$ cat config.mk
export PLATFORM = sky130hd
export DESIGN_NAME = ggf_div
export DESIGN_NICKNAME = d
export VERILOG_FILES = /design/src/sv/ggf_pkg.sv /design/src/sv/ggf_div.sv
export SDC_FILE = /design/constraint.sdc
export NUM_CORES = 1
export LEC_CHECK = 0
export ABC_AREA = 1
export BUFFER_PORTS_ARGS = -buffer_cell sky130_fd_sc_hd__buf_2
export CAP_MARGIN = 20
export CORE_ASPECT_RATIO = 2
export CORE_MARGIN = 5
export CORE_UTILIZATION = 45
export CTS_CLUSTER_DIAMETER = 30
export DETAILED_ROUTE_END_ITERATION = 10
export PLACE_DENSITY_LB_ADDON = 0.15
export SYNTH_ARGS = -nofsm -noshare
export SYNTH_HDL_FRONTEND = slang
export SYNTH_SLANG_ARGS = --single-unit
$ cat constraint.sdc
create_clock -name clk_i -period 4.1 [get_ports clk_i]
set_input_delay 0 -clock clk_i [delete_from_list [all_inputs] [get_ports clk_i]]
set_output_delay 0 -clock clk_i [all_outputs]
set_load 0.02 [all_outputs]
$ cat src/sv/ggf_pkg.sv
// Shared types and constants of the 3x3 gray Gaussian filter.
// Used by the filter core top, by ggf_div and by the checker; ggf_ram does not use it.
`default_nettype none

package ggf_pkg;

  localparam int DEF_MAX_WIDTH = 2048;
  localparam int MAX_HEIGHT    = 4096;
  localparam int MIN_DIM       = 3;

  localparam int PIX_W  = 8;
  localparam int COL_W  = 12;
  localparam int HGT_W  = 13;
  localparam int APB_AW = 3;
  localparam int APB_DW = 32;

  localparam logic [COL_W-1:0] WIDTH_RST  = 12'd1024;
  localparam logic [HGT_W-1:0] HEIGHT_RST = 13'd768;

  // Register select, taken from paddr[2]
  localparam logic REG_WIDTH  = 1'b0;
  localparam logic REG_HEIGHT = 1'b1;

  // floor(x/3) == (x*683)>>11 for x below 768
  localparam int RECIP3    = 683;
  localparam int RECIP3_SH = 11;

  typedef struct packed {
    logic [PIX_W-1:0] red;
    logic [PIX_W-1:0] green;
    logic [PIX_W-1:0] blue;
    logic             flush;
  } pixel_t;

  typedef struct packed {
    logic [PIX_W-1:0] smoothed;
    logic             frame_end;
  } result_t;

  typedef struct packed {
    logic busy;
    logic done;
  } div_status_t;

endpackage

`default_nettype wire

$ cat src/sv/ggf_div.sv
// Restoring divider, one quotient bit per cycle.
// Realigns the result column/row after a width change. Uses ggf_pkg.
`default_nettype none

module ggf_div #(
  parameter int DVD_W = 23,
  parameter int DVS_W = 12
) (
  input  logic                      clk_i,
  input  logic                      rst_ni,
  input  logic                      start_i,
  input  logic [DVD_W-1:0]          dividend_i,
  input  logic [DVS_W-1:0]          divisor_i,
  output ggf_pkg::div_status_t      status_o,
  output logic [DVD_W-1:0]          quotient_o,
  output logic [DVS_W-1:0]          remainder_o
);
  import ggf_pkg::*;

  localparam int CNT_W = $clog2(DVD_W);

  logic             busy_q, done_q;
  logic [CNT_W-1:0] cnt_q;
  logic [DVS_W-1:0] rem_q, rem_d;
  logic [DVD_W-1:0] quo_q, quo_d;
  logic [DVS_W:0]   part, diff;
  logic             ge;

  assign part  = {rem_q, quo_q[DVD_W-1]};
  assign diff  = part - {1'b0, divisor_i};
  assign ge    = part >= {1'b0, divisor_i};
  assign rem_d = ge ? diff[DVS_W-1:0] : part[DVS_W-1:0];
  assign quo_d = {quo_q[DVD_W-2:0], ge};

  always_ff @(posedge clk_i or negedge rst_ni) begin
    if (!rst_ni) begin
      busy_q <= 1'b0;
      done_q <= 1'b0;
      cnt_q  <= '0;
    end else begin
      done_q <= 1'b0;
      if (start_i) begin
        busy_q <= 1'b1;
        cnt_q  <= CNT_W'(DVD_W - 1);
      end else if (busy_q) begin
        if (cnt_q == '0) begin
          busy_q <= 1'b0;
          done_q <= 1'b1;
        end else begin
          cnt_q <= cnt_q - CNT_W'(1);
        end
      end
    end
  end

  always_ff @(posedge clk_i) begin
    if (start_i) begin
      rem_q <= '0;
      quo_q <= dividend_i;
    end else if (busy_q) begin
      rem_q <= rem_d;
      quo_q <= quo_d;
    end
  end

  assign status_o.busy = busy_q | done_q;
  assign status_o.done = done_q;
  assign quotient_o    = quo_q;
  assign remainder_o   = rem_q;

endmodule

`default_nettype wire

# After elaboration in Yosys (flattened, before gate mapping)
# Cells that the tools add are included.
[op_classes]
n_bitwise = 1
magnitude_cmp = 1
n_reduce_logical = 3
n_eq_ne = 1
muxes = 12
addsub = 2
[op_table]
columns = ["cell", "count"]
rows = [
  ["23-bit 2-to-1 mux", 2],
  ["5-bit 2-to-1 mux", 3],
  ["13-bit by 12-bit >= comparator with 1-bit output", 1],
  ["12-bit 2-to-1 mux", 1],
  ["12-bit subtractor", 1],
  ["1-bit 2-to-1 mux", 6],
  ["5-bit logical NOT", 1],
  ["5-bit by 1-bit subtractor with 5-bit output (second input constant)", 1],
  ["2-bit != test (second input constant)", 1],
  ["2-bit AND reduction", 1],
  ["2-bit nonzero test", 1],
  ["1-bit OR", 1],
]
[totals]
regBits = 42
output_inout_bits = 37
input_bits = 38
wordCells = 25

# Depth between registers and ports, before layout
[logic_depth]
word_depth = 4
ltp_mapped = 12
mapped_depth_nobuf = 12

# Worst setup path before layout
# Ideal clock, no wire load.
[synth_path]
path_type = "register -> register"
start = "register quo_q[22] (netlist: quotient_o[22])"
end = "register rem_q[6] (netlist: remainder_o[6])"
path_buffers = 0
path_slack_ps = 2245
setup_time_ps = 113
t_arrival_ps = 1742
required_time_ps = 3987
period_less_slack_ps = 1855
path_stages_with_launch = 12
cell_sequence = "edfxtp_1 > inv_1 > ha_1 > fa_1 > inv_1 > nand3_1 > nand3_1 > nand2_1 > a21boi_0 > o21ai_0 > nand3_1 > nand2_1"
[synth_between]
elab_chain_cells = 2
elab_cells_between_ends = 3
cone_classes = "add/sub (1); order compare (1); mux (1)"
[synth_lines]
columns = ["item", "line_no", "source"]
rows = [
  ["from (decl)", "ggf_div.sv:25", "logic [DVD_W-1:0] quo_q, quo_d;"],
  ["from (signal assigned)", "ggf_div.sv:59", "quo_q <= dividend_i;"],
  ["from (signal assigned)", "ggf_div.sv:62", "quo_q <= quo_d;"],
  ["12-bit subtractor / 13-bit by 12-bit >= comparator with 1-bit output (equally long branches)", "ggf_div.sv:30, ggf_div.sv:31", ""],
  ["12-bit 2-to-1 mux (*)", "ggf_div.sv:32", "assign rem_d = ge ? diff[DVS_W-1:0] : part[DVS_W-1:0];"],
  ["to (signal assigned)", "ggf_div.sv:61", "rem_q <= rem_d;"],
  ["to (decl)", "ggf_div.sv:24", "logic [DVS_W-1:0] rem_q, rem_d;"],
]
# Mark *: on every way between the ends. The rest lies on a longest branch, timed or not.
# A chain may end at the register's enable or synchronous reset.

# Worst setup path after layout
[layout_path]
start = "register rem_q[7] (netlist: remainder_o[7])"
end = "register rem_q[6] (netlist: remainder_o[6])"
[layout_between]
elab_chain_cells = 2
[layout_lines]
columns = ["item", "line_no", "source"]
rows = [
  ["13-bit by 12-bit >= comparator with 1-bit output", "ggf_div.sv:31", "assign ge = part >= {1'b0, divisor_i};"],
  ["12-bit 2-to-1 mux", "ggf_div.sv:32", ""],
]
# No other way between the ends.

==> run_results.csv <==
group,metric,value,unit
floorplanning,fp.dieW,65.1,um
global_routing,gr-total-overflow,0,
yosys,synth_compound_area_share,2.65,%
global_routing,use_met1,18.6,%
clocking,h-tree-depth,2,
floorplanning,core,0.00596,mm2
run_status,status,"finished, final reports clean",
power,power.total,1.93,mW
clocking,post_cts_resized,0,
timing,whs,0.0127,ns
global_routing,met3_usage,2.70,%
yosys,ys_ff_latch,42,
yosys,netlist_area,0.00273,mm2
global_routing,busiest_layer,"met2",
yosys,synth_top_area_cell,"edfxtp_1",
yosys,syn_nets,429,
setup_path,cp-end-kind,"flop",
clocking,clk_latency,0.28,ns
routing,dr.pass1.iters,4,
floorplanning,start_util,45.9,%
global_routing,antenna_found_initial,0,
cells_and_area,diodes,0,
global_routing,grt_pass1_wl,11.9,mm
placement,place_ws,1.87,ns
routing,drt_iter0_drc,87,
yosys,synth_area_per_cell,7.27,um2
timing,slew_violations,0,
cells_and_area,nets,520,
global_routing,grt_use_total,19.4,%
floorplanning,ioPinCount,75,
cells_and_area,drive_gt1_share,21.6,%
yosys,ys_top_cells_by_area,"edfxtp_1, nand2_1, dfxtp_1",
yosys,synth_fa_ha_area_share,7.14,%
flow_run,drv_cap,0,
setup_path,worstPathArrival,2.41,ns
timing,rsz0062_at_grt,"false",
yosys,yosysUniqueCellTypes,32,
floorplanning,dieArea,0.00783,mm2
timing,fin_crit_sh,54.7,%
timing,finalCriticalPeriod,2.24,ns
global_routing,grt_max_degree,29,
power,p_leak,1.92,nW
setup_path,crit_required,4.27,ns
setup_path,critPathLaunchType,"flop",
timing,setup_viol,0,
yosys,synth_cells,376,
clocking,clockRootBuffer,"clkbuf_16",
global_routing,grt_use_met2,37.7,%
clocking,cts_buffers,5,
setup_path,cp_max_fo,14,
routing,drc_errors,0,
clocking,cts_tree,"done",
yosys,ys_seq_area_share,40.5,%
timing,final-hold-violation-count,0,
routing,vias,2669,
power,ir_worst_vdd,287,uV
clocking,cts_buffer_depth,2,
placement,hpwl,5.47,mm
clocking,clk_pin_slew,0.06,ns
routing,ant_nets,0,
timing,tightest_slew,0.891,ns
yosys,synthDominantCellAreaShare,25.3,%
placement,placedCellCount,501,
yosys,synth_top_family_by_area,"simple AND/OR/NAND/NOR gates",
cells_and_area,final_cell_mix,"nand2_1, buf_2, inv_1",
placement,routabilityCongestion,0.883,
routing,wire_per_inst,13.2,um
timing,setup_slack,1.86,ns
setup_path,crit_type,"flop to flop",
timing,skew,0.00280,ns
floorplanning,row_count,40,
yosys,synth_mux_area_share,0,%
min_path,hp-class,"input pin to flop",
floorplanning,die_h,120,um
placement,io_buffers,74,
routing,wirelength,7.03,mm
global_routing,grt_pass1_vias,2685,
yosys,yosysWarnings,0,
timing,slew_headroom,40.4,%
cells_and_area,syn_to_final_growth,27.1,%
routing,post_drt_via_cell_ratio,5.03,
yosys,yosys.area_share.simple,38.1,%
yosys,synth_xor_area_share,1.28,%
timing,tns,0,ns
timing,max_freq,446,MHz
clocking,cts_sinks,42,
power,powerDensity,554,mW/mm2
cells_and_area,final_common_cell,"nand2_1",
cells_and_area,stdcell_count,531,
-- synth_stat cells --
| cell | n |
|---|---|
| nand4_1 | 16 |
| clkbuf_1 | 3 |
| a21boi_0 | 1 |
| nand3_2 | 5 |
| nor2_4 | 1 |
| a21oi_1 | 3 |
| or2_2 | 2 |
| nand3b_1 | 1 |
| nand3_4 | 1 |
| xnor2_1 | 3 |
| nor3_1 | 1 |
| nand2_1 | 155 |
| buf_2 | 4 |
| nor3_2 | 2 |
| a21oi_4 | 1 |
| nor2_1 | 16 |
| nand2_2 | 3 |
| a32oi_1 | 1 |
| buf_6 | 1 |
| buf_1 | 2 |
| dfrtp_1 | 7 |
| ha_1 | 14 |
| nand3_1 | 29 |
| nor2_2 | 2 |
| o21ai_0 | 5 |
| inv_2 | 4 |
| edfxtp_1 | 23 |
| buf_4 | 2 |
| dfxtp_1 | 12 |
| fa_1 | 1 |
| xor2_1 | 1 |
| inv_1 | 54 |
-- path summary, 6_finish.rpt --
kind                                 from             end  slack (ns)  cells past startpoint
setup / recovery           remainder_o[7]  remainder_o[6]        1.86                      8
setup reg to reg           remainder_o[7]  remainder_o[6]        1.86                      8
hold reg to reg                  cnt_q[2]        cnt_q[2]        0.48                      2
min in group asynchronous          rst_ni        cnt_q[0]        0.09                      2
max in group asynchronous          rst_ni        cnt_q[1]        3.84                      2
hold / removal             dividend_i[22]  quotient_o[22]        0.01                      3
-- cells by family after synthesis --
| group | count (synthesis) |
|---|---|
| AO/OA/AOI/OAI | 11 |
| XOR/XNOR | 4 |
| adder cells (fa/ha/maj) | 15 |
| buffers and inverters | 70 |
| flip-flops | 42 |
| AND/OR/NAND/NOR | 234 |
-- what timing repair did --
action | in CTS | in global routing
setup endpoints to repair | 0 | 0
hold buffers | 22 | 0
endpoints found under the hold margin | 28 | 0
setup buffers | 0 | 0
-- final cells by class --
type	instances	area, um2
clock buffers	6	129
clock inverters	2	8.76
fillers	581	2480
inverters	58	218
multi-input cells	264	1350
flip-flops and latches	42	1110
well taps	63	78.8
repair buffers	96	591
-- worst max-delay path: stages (launching register included) --
cell     delay (ns)
dfxtp_1        0.35
ha_1           0.39
nand2_1        0.14
nor3_2         0.24
nand3_1        0.39
nand3_4        0.36
o21ai_0        0.14
nand3_1        0.08
nand2_1        0.05
-- state kept, by name, indices dropped and copies added, names as in the netlist --
name / cells
done_q: 1
quotient_o: 23
cnt_q: 5
busy_q: 1
remainder_o: 12
-- power breakdown --
| group | leakage [nW] | total (mW) | internal, mW | switching, mW |
|---|---|---|---|---|
| combinational | 1.43 | 0.951 | 0.343 | 0.608 |
| sequential | 0.431 | 0.605 | 0.531 | 0.0746 |
| clock | 0.0683 | 0.370 | 0.222 | 0.148 |
-- routing by layer --
layer	up-vias	part of all wire, %
met3	19	4.1
met5	-	0
li1	1369	-
met2	72	55
met4	0	4.2
met1	1209	36
-- stage by stage --
stage	util, %	area (um2)
2_1_floorplan	-	2730
3_3_place_gp	52.4	3120
3_5_place_dp	52.4	3120
4_1_cts	58.4	3480
5_1_grt	58.4	3480
6_report	58.4	3480
No activity file was read; power rests on OpenSTA's default activity.
